--- src/rtl/espd_pkg.sv ---
// ----------------------------------------------------------------------------
// espd_pkg
// Shared types and constants for the encoder speed PD regulator.
// ----------------------------------------------------------------------------
package espd_pkg;

    localparam int unsigned SPEED_W = 16;
    localparam int unsigned GAIN_W  = 8;
    localparam int unsigned DRIVE_W = 11;
    localparam int unsigned COUNT_W = 32;
    localparam int unsigned CFG_IDX_W  = 2;
    localparam int unsigned CFG_DATA_W = 16;

    // Upper clamp of the drive value
    localparam logic [SPEED_W-1:0] DRIVE_MAX = 16'd1024;

    // Arithmetic right shifts of current and previous error
    localparam int unsigned P_SHIFT = 3;
    localparam int unsigned D_SHIFT = 4;

    typedef enum logic [1:0] {
        KIND_PULSE = 2'd0,
        KIND_TICK  = 2'd1,
        KIND_CLEAR = 2'd2
    } t_kind;

    typedef enum logic [1:0] {
        DIR_STOP = 2'd0,
        DIR_FWD  = 2'd1,
        DIR_BWD  = 2'd2
    } t_dir;

    typedef enum logic [CFG_IDX_W-1:0] {
        CFG_TARGET_SPEED = 2'd0,
        CFG_PROP_GAIN    = 2'd1,
        CFG_DIFF_GAIN    = 2'd2,
        CFG_AUTO_MODE    = 2'd3
    } t_cfg_idx;

    // Gains and set point handed to the PD law
    typedef struct packed {
        logic [SPEED_W-1:0] target_speed;
        logic [GAIN_W-1:0]  prop_gain;
        logic [GAIN_W-1:0]  diff_gain;
    } t_pd_cfg;

endpackage

--- src/rtl/espd_pd_law.sv ---
// ----------------------------------------------------------------------------
// espd_pd_law
// Combinational PD drive update in 16-bit wrapping arithmetic, clamped 0..1024.
// ----------------------------------------------------------------------------
module espd_pd_law (
    input  espd_pkg::t_pd_cfg                      i_cfg,
    input  logic [espd_pkg::SPEED_W-1:0]           i_speed,
    input  logic signed [espd_pkg::SPEED_W-1:0]    i_prev_error,
    input  logic [espd_pkg::DRIVE_W-1:0]           i_current_drive,
    output logic signed [espd_pkg::SPEED_W-1:0]    o_error,
    output logic [espd_pkg::DRIVE_W-1:0]           o_drive
);
    import espd_pkg::*;

    logic signed [SPEED_W-1:0]        err_shr;
    logic signed [SPEED_W-1:0]        prev_shr;
    logic signed [SPEED_W+GAIN_W:0]   p_term;
    logic signed [SPEED_W+GAIN_W:0]   d_term;
    logic [SPEED_W-1:0]               sum;

    assign o_error  = $signed(i_cfg.target_speed - i_speed);
    assign err_shr  = o_error >>> P_SHIFT;
    assign prev_shr = i_prev_error >>> D_SHIFT;

    assign p_term = $signed({1'b0, i_cfg.prop_gain}) * err_shr;
    assign d_term = $signed({1'b0, i_cfg.diff_gain}) * prev_shr;

    // only the low 16 bits matter: the sum wraps there
    assign sum = {{(SPEED_W-DRIVE_W){1'b0}}, i_current_drive}
               + p_term[SPEED_W-1:0] - d_term[SPEED_W-1:0];

    always_comb begin
        if (sum[SPEED_W-1]) begin
            o_drive = '0;
        end else if (sum > DRIVE_MAX) begin
            o_drive = DRIVE_MAX[DRIVE_W-1:0];
        end else begin
            o_drive = sum[DRIVE_W-1:0];
        end
    end

endmodule

--- src/rtl/encoder_speed_pd_regulator_top.sv ---
// ----------------------------------------------------------------------------
// encoder_speed_pd_regulator_top
// Encoder pulse counter with speed latch and PD drive regulation.
// ----------------------------------------------------------------------------
// Each input word is an encoder pulse, a timer tick or a position clear, and
// each produces exactly one status word. One word is taken per cycle when
// not stalled: the counters and the PD law (two 8x16 multiplies and a 16-bit
// add/clamp) all settle between the input handshake and the output register,
// so results are registered at acceptance. The output register frees itself
// in the cycle it is taken, so a new word can enter while the last status
// word is leaving. A pulse bumps the 32-bit pulse total, the 16-bit period
// count and moves the signed position by the direction level. A tick latches
// the period count as speed, clears the count and, in auto mode, computes a
// new drive value and reports it with drive_valid. Clear zeroes pulse total
// and position only. Configuration registers: 0 target_speed, 1 prop_gain,
// 2 diff_gain, 3 auto_mode; write only while no word is in flight.
// ----------------------------------------------------------------------------
module encoder_speed_pd_regulator_top (
    input  logic                                i_clk,
    input  logic                                i_rst_n,
    // input words
    input  logic                                i_in_valid,
    output logic                                o_in_stall,
    input  logic [1:0]                          i_kind,
    input  logic                                i_dir_level,
    input  logic [espd_pkg::DRIVE_W-1:0]        i_current_drive,
    // status words
    output logic                                o_out_valid,
    input  logic                                i_out_stall,
    output logic [espd_pkg::SPEED_W-1:0]        o_speed,
    output logic [1:0]                          o_direction,
    output logic [espd_pkg::COUNT_W-1:0]        o_pulse_total,
    output logic signed [espd_pkg::COUNT_W-1:0] o_position,
    output logic                                o_drive_valid,
    output logic [espd_pkg::DRIVE_W-1:0]        o_drive_value,
    // configuration writes
    input  logic                                i_cfg_valid,
    output logic                                o_cfg_ready,
    input  logic [espd_pkg::CFG_IDX_W-1:0]      i_cfg_index,
    input  logic [espd_pkg::CFG_DATA_W-1:0]     i_cfg_data
);
    import espd_pkg::*;

    // configuration
    t_pd_cfg                    r_cfg;
    logic                       r_auto_mode;

    // regulator state
    logic [COUNT_W-1:0]         r_abs_count,    n_abs_count;
    logic [COUNT_W-1:0]         r_signed_count, n_signed_count;
    logic [SPEED_W-1:0]         r_period_count, n_period_count;
    logic [SPEED_W-1:0]         r_speed,        n_speed;
    t_dir                       r_last_dir,     n_last_dir;
    logic signed [SPEED_W-1:0]  r_prev_error,   n_prev_error;
    logic                       n_drive_valid;
    logic [DRIVE_W-1:0]         n_drive_value;

    // output register
    logic                       r_out_valid;
    logic [SPEED_W-1:0]         r_o_speed;
    t_dir                       r_o_dir;
    logic [COUNT_W-1:0]         r_o_total;
    logic [COUNT_W-1:0]         r_o_pos;
    logic                       r_o_dvalid;
    logic [DRIVE_W-1:0]         r_o_dvalue;

    logic                       in_accept;
    logic signed [SPEED_W-1:0]  pd_error;
    logic [DRIVE_W-1:0]         pd_drive;

    // ------------------------------------------------------------------
    // Handshakes: stall input only while a status word is held back
    // ------------------------------------------------------------------
    assign o_in_stall  = r_out_valid & i_out_stall;
    assign in_accept   = i_in_valid & ~o_in_stall;
    assign o_cfg_ready = 1'b1;

    // ------------------------------------------------------------------
    // Configuration registers
    // ------------------------------------------------------------------
    always_ff @(posedge i_clk) begin
        if (!i_rst_n) begin
            r_cfg.target_speed <= '0;
            r_cfg.prop_gain    <= GAIN_W'(1);
            r_cfg.diff_gain    <= GAIN_W'(1);
            r_auto_mode        <= 1'b0;
        end else if (i_cfg_valid && o_cfg_ready) begin
            unique case (t_cfg_idx'(i_cfg_index))
                CFG_TARGET_SPEED: r_cfg.target_speed <= i_cfg_data[SPEED_W-1:0];
                CFG_PROP_GAIN:    r_cfg.prop_gain    <= i_cfg_data[GAIN_W-1:0];
                CFG_DIFF_GAIN:    r_cfg.diff_gain    <= i_cfg_data[GAIN_W-1:0];
                CFG_AUTO_MODE:    r_auto_mode        <= i_cfg_data[0];
                default: ;
            endcase
        end
    end

    // ------------------------------------------------------------------
    // PD law; fed the freshly latched speed (the period count)
    // ------------------------------------------------------------------
    espd_pd_law u_pd_law (
        .i_cfg           (r_cfg),
        .i_speed         (r_period_count),
        .i_prev_error    (r_prev_error),
        .i_current_drive (i_current_drive),
        .o_error         (pd_error),
        .o_drive         (pd_drive)
    );

    // ------------------------------------------------------------------
    // Next-state decode per word kind
    // ------------------------------------------------------------------
    always_comb begin
        n_abs_count    = r_abs_count;
        n_signed_count = r_signed_count;
        n_period_count = r_period_count;
        n_speed        = r_speed;
        n_last_dir     = r_last_dir;
        n_prev_error   = r_prev_error;
        n_drive_valid  = 1'b0;
        n_drive_value  = '0;
        unique case (t_kind'(i_kind))
            KIND_PULSE: begin
                n_abs_count    = r_abs_count + COUNT_W'(1);
                n_period_count = r_period_count + SPEED_W'(1);
                if (i_dir_level) begin
                    n_last_dir     = DIR_FWD;
                    n_signed_count = r_signed_count + COUNT_W'(1);
                end else begin
                    n_last_dir     = DIR_BWD;
                    n_signed_count = r_signed_count - COUNT_W'(1);
                end
            end
            KIND_TICK: begin
                n_speed        = r_period_count;
                n_period_count = '0;
                if (r_auto_mode) begin
                    n_prev_error  = pd_error;
                    n_drive_valid = 1'b1;
                    n_drive_value = pd_drive;
                end
            end
            KIND_CLEAR: begin
                n_abs_count    = '0;
                n_signed_count = '0;
            end
            default: ;  // unused kind: status only
        endcase
    end

    // ------------------------------------------------------------------
    // State update
    // ------------------------------------------------------------------
    always_ff @(posedge i_clk) begin
        if (!i_rst_n) begin
            r_abs_count    <= '0;
            r_signed_count <= '0;
            r_period_count <= '0;
            r_speed        <= '0;
            r_last_dir     <= DIR_STOP;
            r_prev_error   <= '0;
        end else if (in_accept) begin
            r_abs_count    <= n_abs_count;
            r_signed_count <= n_signed_count;
            r_period_count <= n_period_count;
            r_speed        <= n_speed;
            r_last_dir     <= n_last_dir;
            r_prev_error   <= n_prev_error;
        end
    end

    // ------------------------------------------------------------------
    // Output register
    // ------------------------------------------------------------------
    always_ff @(posedge i_clk) begin
        if (!i_rst_n) begin
            r_out_valid <= 1'b0;
        end else if (in_accept) begin
            r_out_valid <= 1'b1;
        end else if (!i_out_stall) begin
            r_out_valid <= 1'b0;
        end
    end

    always_ff @(posedge i_clk) begin
        if (in_accept) begin
            r_o_speed  <= n_speed;
            r_o_dir    <= (n_speed == '0) ? DIR_STOP : n_last_dir;
            r_o_total  <= n_abs_count;
            r_o_pos    <= n_signed_count;
            r_o_dvalid <= n_drive_valid;
            r_o_dvalue <= n_drive_value;
        end
    end

    assign o_out_valid   = r_out_valid;
    assign o_speed       = r_o_speed;
    assign o_direction   = r_o_dir;
    assign o_pulse_total = r_o_total;
    assign o_position    = $signed(r_o_pos);
    assign o_drive_valid = r_o_dvalid;
    assign o_drive_value = r_o_dvalue;

    // ------------------------------------------------------------------
    // Assertions
    // ------------------------------------------------------------------
    a_stop_on_zero: assert property (@(posedge i_clk) disable iff (!i_rst_n)
        (o_out_valid && o_speed == '0) |-> o_direction == DIR_STOP)
        else $error("direction not stopped at zero speed");

    a_no_drive_zero: assert property (@(posedge i_clk) disable iff (!i_rst_n)
        (o_out_valid && !o_drive_valid) |-> o_drive_value == '0)
        else $error("drive value without drive_valid");

    a_pulse_count: assert property (@(posedge i_clk) disable iff (!i_rst_n)
        (in_accept && i_kind == KIND_PULSE)
            |=> r_period_count == $past(r_period_count) + SPEED_W'(1))
        else $error("period count missed a pulse");

    a_tick_clears: assert property (@(posedge i_clk) disable iff (!i_rst_n)
        (in_accept && i_kind == KIND_TICK)
            |=> (r_period_count == '0 && o_speed == $past(r_period_count)))
        else $error("tick did not latch speed");

endmodule

--- config.mk ---
export PLATFORM = sky130hd
export DESIGN_NAME = encoder_speed_pd_regulator_top
export DESIGN_NICKNAME = d
export VERILOG_FILES = /design/src/rtl/espd_pkg.sv /design/src/rtl/espd_pd_law.sv /design/src/rtl/encoder_speed_pd_regulator_top.sv
export SDC_FILE = /design/constraint.sdc
export NUM_CORES = 1
export LEC_CHECK = 0
export BUFFER_PORTS_ARGS = -buffer_cell sky130_fd_sc_hd__buf_2
export CAP_MARGIN = 20
export CELL_PAD_IN_SITES_DETAIL_PLACEMENT = 0
export CELL_PAD_IN_SITES_GLOBAL_PLACEMENT = 1
export CORE_ASPECT_RATIO = 1.5
export CORE_MARGIN = 2
export CORE_UTILIZATION = 30
export CTS_BUF_LIST = sky130_fd_sc_hd__clkbuf_16
export DETAILED_ROUTE_END_ITERATION = 8
export PLACE_DENSITY = 0.63
export SYNTH_ARGS = -nofsm -noshare
export SYNTH_HDL_FRONTEND = slang
export SYNTH_SLANG_ARGS = --single-unit
--- constraint.sdc ---
create_clock -name i_clk -period 16 [get_ports i_clk]
set_input_delay 3.2 -clock i_clk [delete_from_list [all_inputs] [get_ports i_clk]]
set_output_delay 3.2 -clock i_clk [all_outputs]
set_load 0.02 [all_outputs]
==> results of run 1 <==
[cells by family after synthesis]
logic type                 synth area share
AOI/OAI and AO/OA                     0.124
xor gates and xnor gates             0.0436
adders and majority gates             0.252
buffers and inverters                0.0639
DFF                                   0.321
muxes                                0.0164
other                              0.000211
and+or+nand+nor                       0.179
[power by group]
part	total (W)	leakage (nW)	switching, W	internal [W]
logic	0.00119	5.65	0.000708	0.000486
registers	0.000677	2.12	0.0000190	0.000658
clock network	0.000690	0.482	0.000292	0.000398
total	0.00256	8.24	0.00102	0.00154
[worst max-delay path: cells and delay by family, from the launching register on]
family,cells,cell delay [ns]
xor gates and xnor gates,3,1.05
DFF,1,0.35
buffers and inverters,6,0.36
AOI/OAI and AO/OA,8,1.73
and+or+nand+nor,9,1.30
adders and majority gates,9,4.17
[flip-flops by register name (all words and copies together) (netlist names), 2 cells and up]
register / cells
o_direction: 2
o_drive_value: 11
r_cfg: 32
r_signed_count: 32
r_period_count: 16
r_abs_count: 32
r_speed: 16
r_last_dir: 2
o_pulse_total: 32
o_speed: 16
o_position: 32
r_prev_error: 12
[worst max-delay path by stage]
| stage | start | to | slack [ns] | depth (start not counted) |
|---|---|---|---|---|
| 4_1_cts | r_period_count[4] | o_drive_value[4] | 6.90 | 35 |
| 3_5_place_dp | r_period_count[4] | o_drive_value[4] | 6.92 | 35 |
| 3_3_place_gp | r_period_count[2] | o_drive_value[2] | 7.23 | 31 |
| 2_1_floorplan | r_period_count[4] | o_drive_value[0] | 7.95 | 33 |
| 5_1_grt | r_period_count[2] | o_drive_value[4] | 6.23 | 34 |
| 6_report | r_period_count[4] | o_drive_value[4] | 6.90 | 35 |
[final cells by class]
| type | count | area, sq um |
|---|---|---|
| Inverter | 204 | 772 |
| Antenna cell | 1 | 2.50 |
| Timing Repair Buffer | 143 | 743 |
| Sequential cell | 238 | 5710 |
| Tap cell | 777 | 972 |
| Clock inverter | 18 | 139 |
| Fill cell | 6155 | 38700 |
| Clock buffer | 34 | 851 |
| Multi-Input combinational cell | 1426 | 10900 |
[through the flow]
step                std cells  total power [W]
floorplan                1961          0.00159
global placement         2788          0.00188
detailed placement       2788          0.00190
CTS                      2840          0.00261
global route             2841          0.00276
finish                   2841          0.00256
[cells in the final DEF, fill, tap and decap left out, drive strengths merged, types with 13 or more instances in the layout]
master	instances
buf	143
a21boi	20
clkbuf	34
inv	208
a21oi	112
a22o	14
nand2	324
or3	13
nand3	27
and3	27
nor3	30
ha	110
xor2	20
fa	155
nand4	16
o21ai	101
xnor2	66
a21o	15
mux2	17
dfxtp	144
and2	77
nor2	122
o31ai	15
a31oi	16
edfxtp	94
[routing by layer]
layer,wire (um),part of all wire
met5,51,0.00098
met2,28500,0.55
met3,2310,0.044
met4,1630,0.031
met1,19700,0.38
==> impl_results.md, run 1 <==
* Tot GR Track Use at 0.172
* Worst clock skew at between 0.03 and 0.04 ns
* Asr flop ratio synth at 0
* Period utilization at 0.568
* Die height at ~300 um
* Post-CTS Resized at 0
* Slowest CP cell: fa_1
* Worst R2R Start: r_period_count[4]
* Synth cell types at 65
* Post-synth net total at about 2300
* I/O pin count at about 130
* Largest stage delay, worst path at about 0.56 ns
* Post-synthesis area per instance at around 9 sq um
* Max-Cap Viols at 0
* Reg2Reg Setup Slack at 6.90 ns
* Vias at approximately 14000
* Clk slew on worst S/H paths at 0.06 ns
* Layer with the highest usage: met2
* Mapped Cells at approximately 2000
* Hold Crit Class: register to register
* # port buffers at about 130
* Reg2reg path depth at 35
* WHS Endpoint: r_speed[14]
* Max-slew headroom at 0.263
* First drt pass iteration count at 6
* Grt total ovfl at 0
* Highest clock rate at 110 MHz
* Layout cells sized above 1 at 0.110
* Total core area at ~59000 sq um
* Worst Tran Pin Value at roughly 1.1 ns
* Yosys reg bits at ~240
* Final Slew Violations at 0
* Global-route wire length before repair at between 80 and 90 mm
* List of most frequent post-synthesis cells: 324 x nand2_1, 202 x inv_1, 155 x fa_1, 144 x dfxtp_1, 122 x nor2_1
* Hold WS at approximately 0.46 ns
* Status: complete, no violations
* Largest net degree at the start of global routing at 82
* Starting density of the core at 0.302
* Leading area contributor after synthesis: fa_1
* Initial antenna violation count at 5
* EDFF count, synth at 94
* Met3 Track Usage GR at 0.0312
* Most used cell along the critical path: fa_1
* Hold_sp: r_speed[14]
* Vias in the first global route at about 15000
* Seq/Total Area, Yosys at 0.321
* Worst-Skew Late Latency at a little under 0.6 ns
* Final Critical Period at between 9 and 10 ns
* Area growth syn-to-layout at 13.3%
* RSZ-0062 raised after global routing: false
* Hpwl dp at 38.7 mm
* DRT Wirelength at 52.3 mm
* Power density over cell area at 127 nW/um^2
* # clock sinks at about 240
* CTS hold repair buffers at 0
* Area contributors post-synth: fa_1 17%, dfxtp_1 16%, edfxtp_1 16%
* Nets at between 2000 and 2500
* Peak supply drop at 0.154 mV
* Top cell type's share of synthesized area at 0.175
* Die area at between 60000 and 70000 sq um
* P_leak at between 8 and 9 nW
* WHS Path Cells at 2
* CP Launch Type: register
* Setup TNS Final at 0 ns
* CP Class: register to register
* Top_reg_cell synth: dfxtp_1
* CTS tree: done
* Syn. warnings at 0
* Place WS at 6.92 ns
* Root Driver: clkbuf_16
* RD Place Congestion at ~0.83
* CTS Buffer Depth at 3
* Fin. Hold Viols at 0
* Most common cell in the netlist: nand2_1
* Met2 Resource Use GR at 0.339
* Post-Syn Area at between 15000 and 20000 sq um
* Inserted Clock Buffers at 28
* Std-Cell Rows at 109
* Die Width at 203 um
* Critical Path AT at 9.53 ns
* DR iter-0 viols at between 600 and 700
* DRC Markers at 0
* Post-route cell area at 20100 sq um
* Setup Buffers After CTS at 0
* Crit-path max FO at 11
* Area post-placement at roughly 19000 sq um
* Antenna-violating nets left at 0
* Smallest setup slack after layout at 6.90 ns
* Htree depth at 1
* Required @ worst endpoint at about 16 ns
* Routed WL per cell at between 15 and 20 um
* Final core occ at 0.342
* Element type at the critical path end: register
* Met1 usage at 0.183
* Vias per cell at 4.90
* Setup violations, final at 0
* Reg2reg end: o_drive_value[4]
(Power assumes the default switching activity.)
==> run 2: changes to the inputs <==
clock period = 8.8 ns   (was 16 ns; I/O delays follow)
==> impl_results.md, run 2 (same netlist as run 1, synthesis figures left out) <==
* Worst-Skew Late Latency at 0.57 ns (-0.02 ns)
* Power density over cell area at 234 nW/um^2 (+84%)
* Die height at 302 um (unchanged)
* Fin. Hold Viols at 0 (unchanged)
* Layout cells sized above 1 at 0.119 (+0.00991)
* Area post-placement at 19200 sq um (+0.55%)
* Hold_sp: r_speed[9]
* I/O pin count at 134 (unchanged)
* Net Sw Frac at 0.401 (+0.00275)
* Layer with the highest usage: met2
* Slowest CP cell: fa_1
* # clock sinks at 238 (unchanged)
* Commonest non-fill, non-tap cell in the layout: nand2_1
* Final Critical Period at 8.41 ns (-0.687 ns)
* RD Place Congestion at 0.827 (-0.58%)
* Most used cell along the critical path: fa_1
* Std-Cell Rows at 109 (unchanged)
* Die area at 61200 sq um (unchanged)
* Reg area at 5710 sq um (unchanged)
* Worst Tran Pin Value at 1.08 ns (-0.0200 ns)
* P_leak at 8.34 nW (+1.1%)
* Area of the multi-input gates at 11100 sq um (+1.0%)
* Pint at 0.00284 W (+85%)
* Peak supply drop at 0.251 mV (+62%)
* Met2 Resource Use GR at 0.330 (-0.00930)
* Vias at 14000 (+0.67%)
* Hold WS at 0.455 ns (-0.0000360 ns)
* Vias in the first global route at 14800 (+0.095%)
* CP Launch Type: register
* CP Class: register to register
* Starting density of the core at 0.302 (unchanged)
* Hold Crit Class: register to register
* DRC Markers at 0 (unchanged)
* Sequential power share at 0.259 (-0.006)
* Critical Path AT at 8.84 ns (-0.69 ns)
* Max-Cap Viols at 0 (unchanged)
* Global-route wire length before repair at 81.8 mm (-0.44%)
* Htree depth at 1 (unchanged)
* Element type at the critical path end: register
* CTS Buffer Depth at 3 (unchanged)
* Vias per cell at 4.91 (+0.22%)
* Crit-path max FO at 10 (-1)
* Max-slew headroom at 0.282 (+0.0186)
* Clk slew on worst S/H paths at 0.07 ns (about the same)
* Met3 Track Usage GR at 0.0310 (-0.000215)
* Most frequent cells in the layout: 322 x nand2_1, 205 x inv_1, 155 x fa_1
* Sw Pwr at 0.00190 W (+87%)
* WHS Path Cells at 2 (unchanged)
* Root Driver: clkbuf_16
* Comb power frac at 0.497 (+0.031)
* # port buffers at 132 (unchanged)
* Routed WL per cell at 18.3 um (-0.28%)
* Setup violations, final at 0 (unchanged)
* Inserted Clock Buffers at 27 (-3.6%)
* Largest stage delay, worst path at 0.54 ns (-0.02 ns)
* Reg2reg end: o_drive_value[8]
* DRT Wirelength at 52.3 mm (+0.18%)
* Nets at 2357 (+0.60%)
* Post-route cell area at 20200 sq um (+0.59%)
* WHS Endpoint: r_speed[9]
* DR iter-0 viols at 648 (-0.92%)
* Total core area at 58800 sq um (unchanged)
* Grt total ovfl at 0 (unchanged)
* Met1 usage at 0.186 (+0.00316)
* Highest clock rate at 119 MHz (+8.2%)
* Antenna-violating nets left at 0 (unchanged)
* Clk pwr share at 0.244 (-0.025)
* Required @ worst endpoint at 9.24 ns (-7.20 ns)
* Die Width at 203 um (unchanged)
* Final core occ at 0.344 (+0.00202)
* Fillers at 6117 (-0.62%)
* Worst clock skew at 0.0244 ns (-0.0102 ns)
* Final Slew Violations at 0 (unchanged)
* Area growth syn-to-layout at 13.9%
* Largest net degree at the start of global routing at 84 (+2.4%)
* First drt pass iteration count at 5 (-1)
* CTS tree: done
* Reg2Reg Setup Slack at 0.39 ns (-6.51 ns)
* Status: complete, no violations
* Initial antenna violation count at 6 (+1)
* Hpwl dp at 38.5 mm (-0.56%)
* Tot GR Track Use at 0.171 (-0.00142)
* Reg2reg path depth at 30 (-14%)
* Period utilization at 0.955 (+0.387)
* Worst R2R Start: r_period_count[4]
run 2: cell count changes in the layout (fill, tap and decap cells not counted), moves of 2 or more:
cell,change
buf_4,+15
clkbuf_16,-6
xnor2_1,-5
clkinv_2,+4
inv_1,+3
xnor2_2,+3
bufinv_16,+2
clkinv_1,+2
clkinv_4,-2
clkinvlp_4,-2
inv_4,-2
xnor2_4,+2
run 2: cell type report:
type / count / area share
Clock inverter: 22 / 0.00908
Timing Repair Buffer: 158 / 0.0423
Tap cell: 777 / 0.0480
Multi-Input combinational cell: 1426 / 0.546
Clock buffer: 28 / 0.0346
Sequential cell: 238 / 0.282
Inverter: 204 / 0.0381
Antenna cell: 1 / 0.000124
run 2: power by group through the flow:
stage | Clock, W | Sequential, W | Combinational (W)
6_report | 0.00116 | 0.00123 | 0.00236
5_1_grt | 0.00125 | 0.00124 | 0.00263
4_1_cts | 0.00120 | 0.00123 | 0.00227
3_5_place_dp | 0 | 0.00125 | 0.00221
3_3_place_gp | 0 | 0.00125 | 0.00218
2_1_floorplan | 0 | 0.00128 | 0.00161
run 2: stage by stage:
step | worst slack (ns) | setup TNS, ns | power, W | instances
4_1_cts | 0.0381 | 0 | 0.00470 | 2852
2_1_floorplan | 0.746 | 0 | 0.00289 | 1961
5_1_grt | -0.0291 | -0.0440 | 0.00511 | 2853
6_report | 0.392 | 0 | 0.00475 | 2854
3_3_place_gp | -0.00209 | -0.00367 | 0.00343 | 2802
3_5_place_dp | -0.111 | -0.902 | 0.00347 | 2802
run 2: worst max path at each step:
stage,start,end,cells after the start
2_1_floorplan,r_period_count[4],o_drive_value[0],33
3_3_place_gp,r_period_count[4],o_drive_value[2],32
3_5_place_dp,r_period_count[4],o_drive_value[2],32
4_1_cts,r_period_count[4],o_drive_value[2],32
5_1_grt,r_period_count[4],o_drive_value[2],34
6_report,r_period_count[4],o_drive_value[8],30
run 2: critical path, delay by kind of cell, from the launching register on:
kind / cells / cell delay [ns]
xor+xnor: 1 / 0.23
compound gates: 9 / 2.02
buf+inv: 6 / 0.58
flops: 1 / 0.32
fa+ha+maj: 9 / 4.15
simple gates: 5 / 0.98
run 2: what timing repair did:
item                       in CTS  in global routing
setup buffers                   0                  1
setup endpoints to repair      11                 11
pin swaps                       0                 12
hold buffers                    0                  0
resized for setup               2                 16
run 2: routing by layer:
layer,wire (um),share of wire,up-vias
li1,-,-,6725
met1,20200,0.39,6981
met2,28100,0.54,231
met3,2290,0.044,75
met4,1660,0.032,12
met5,63,0.0012,-
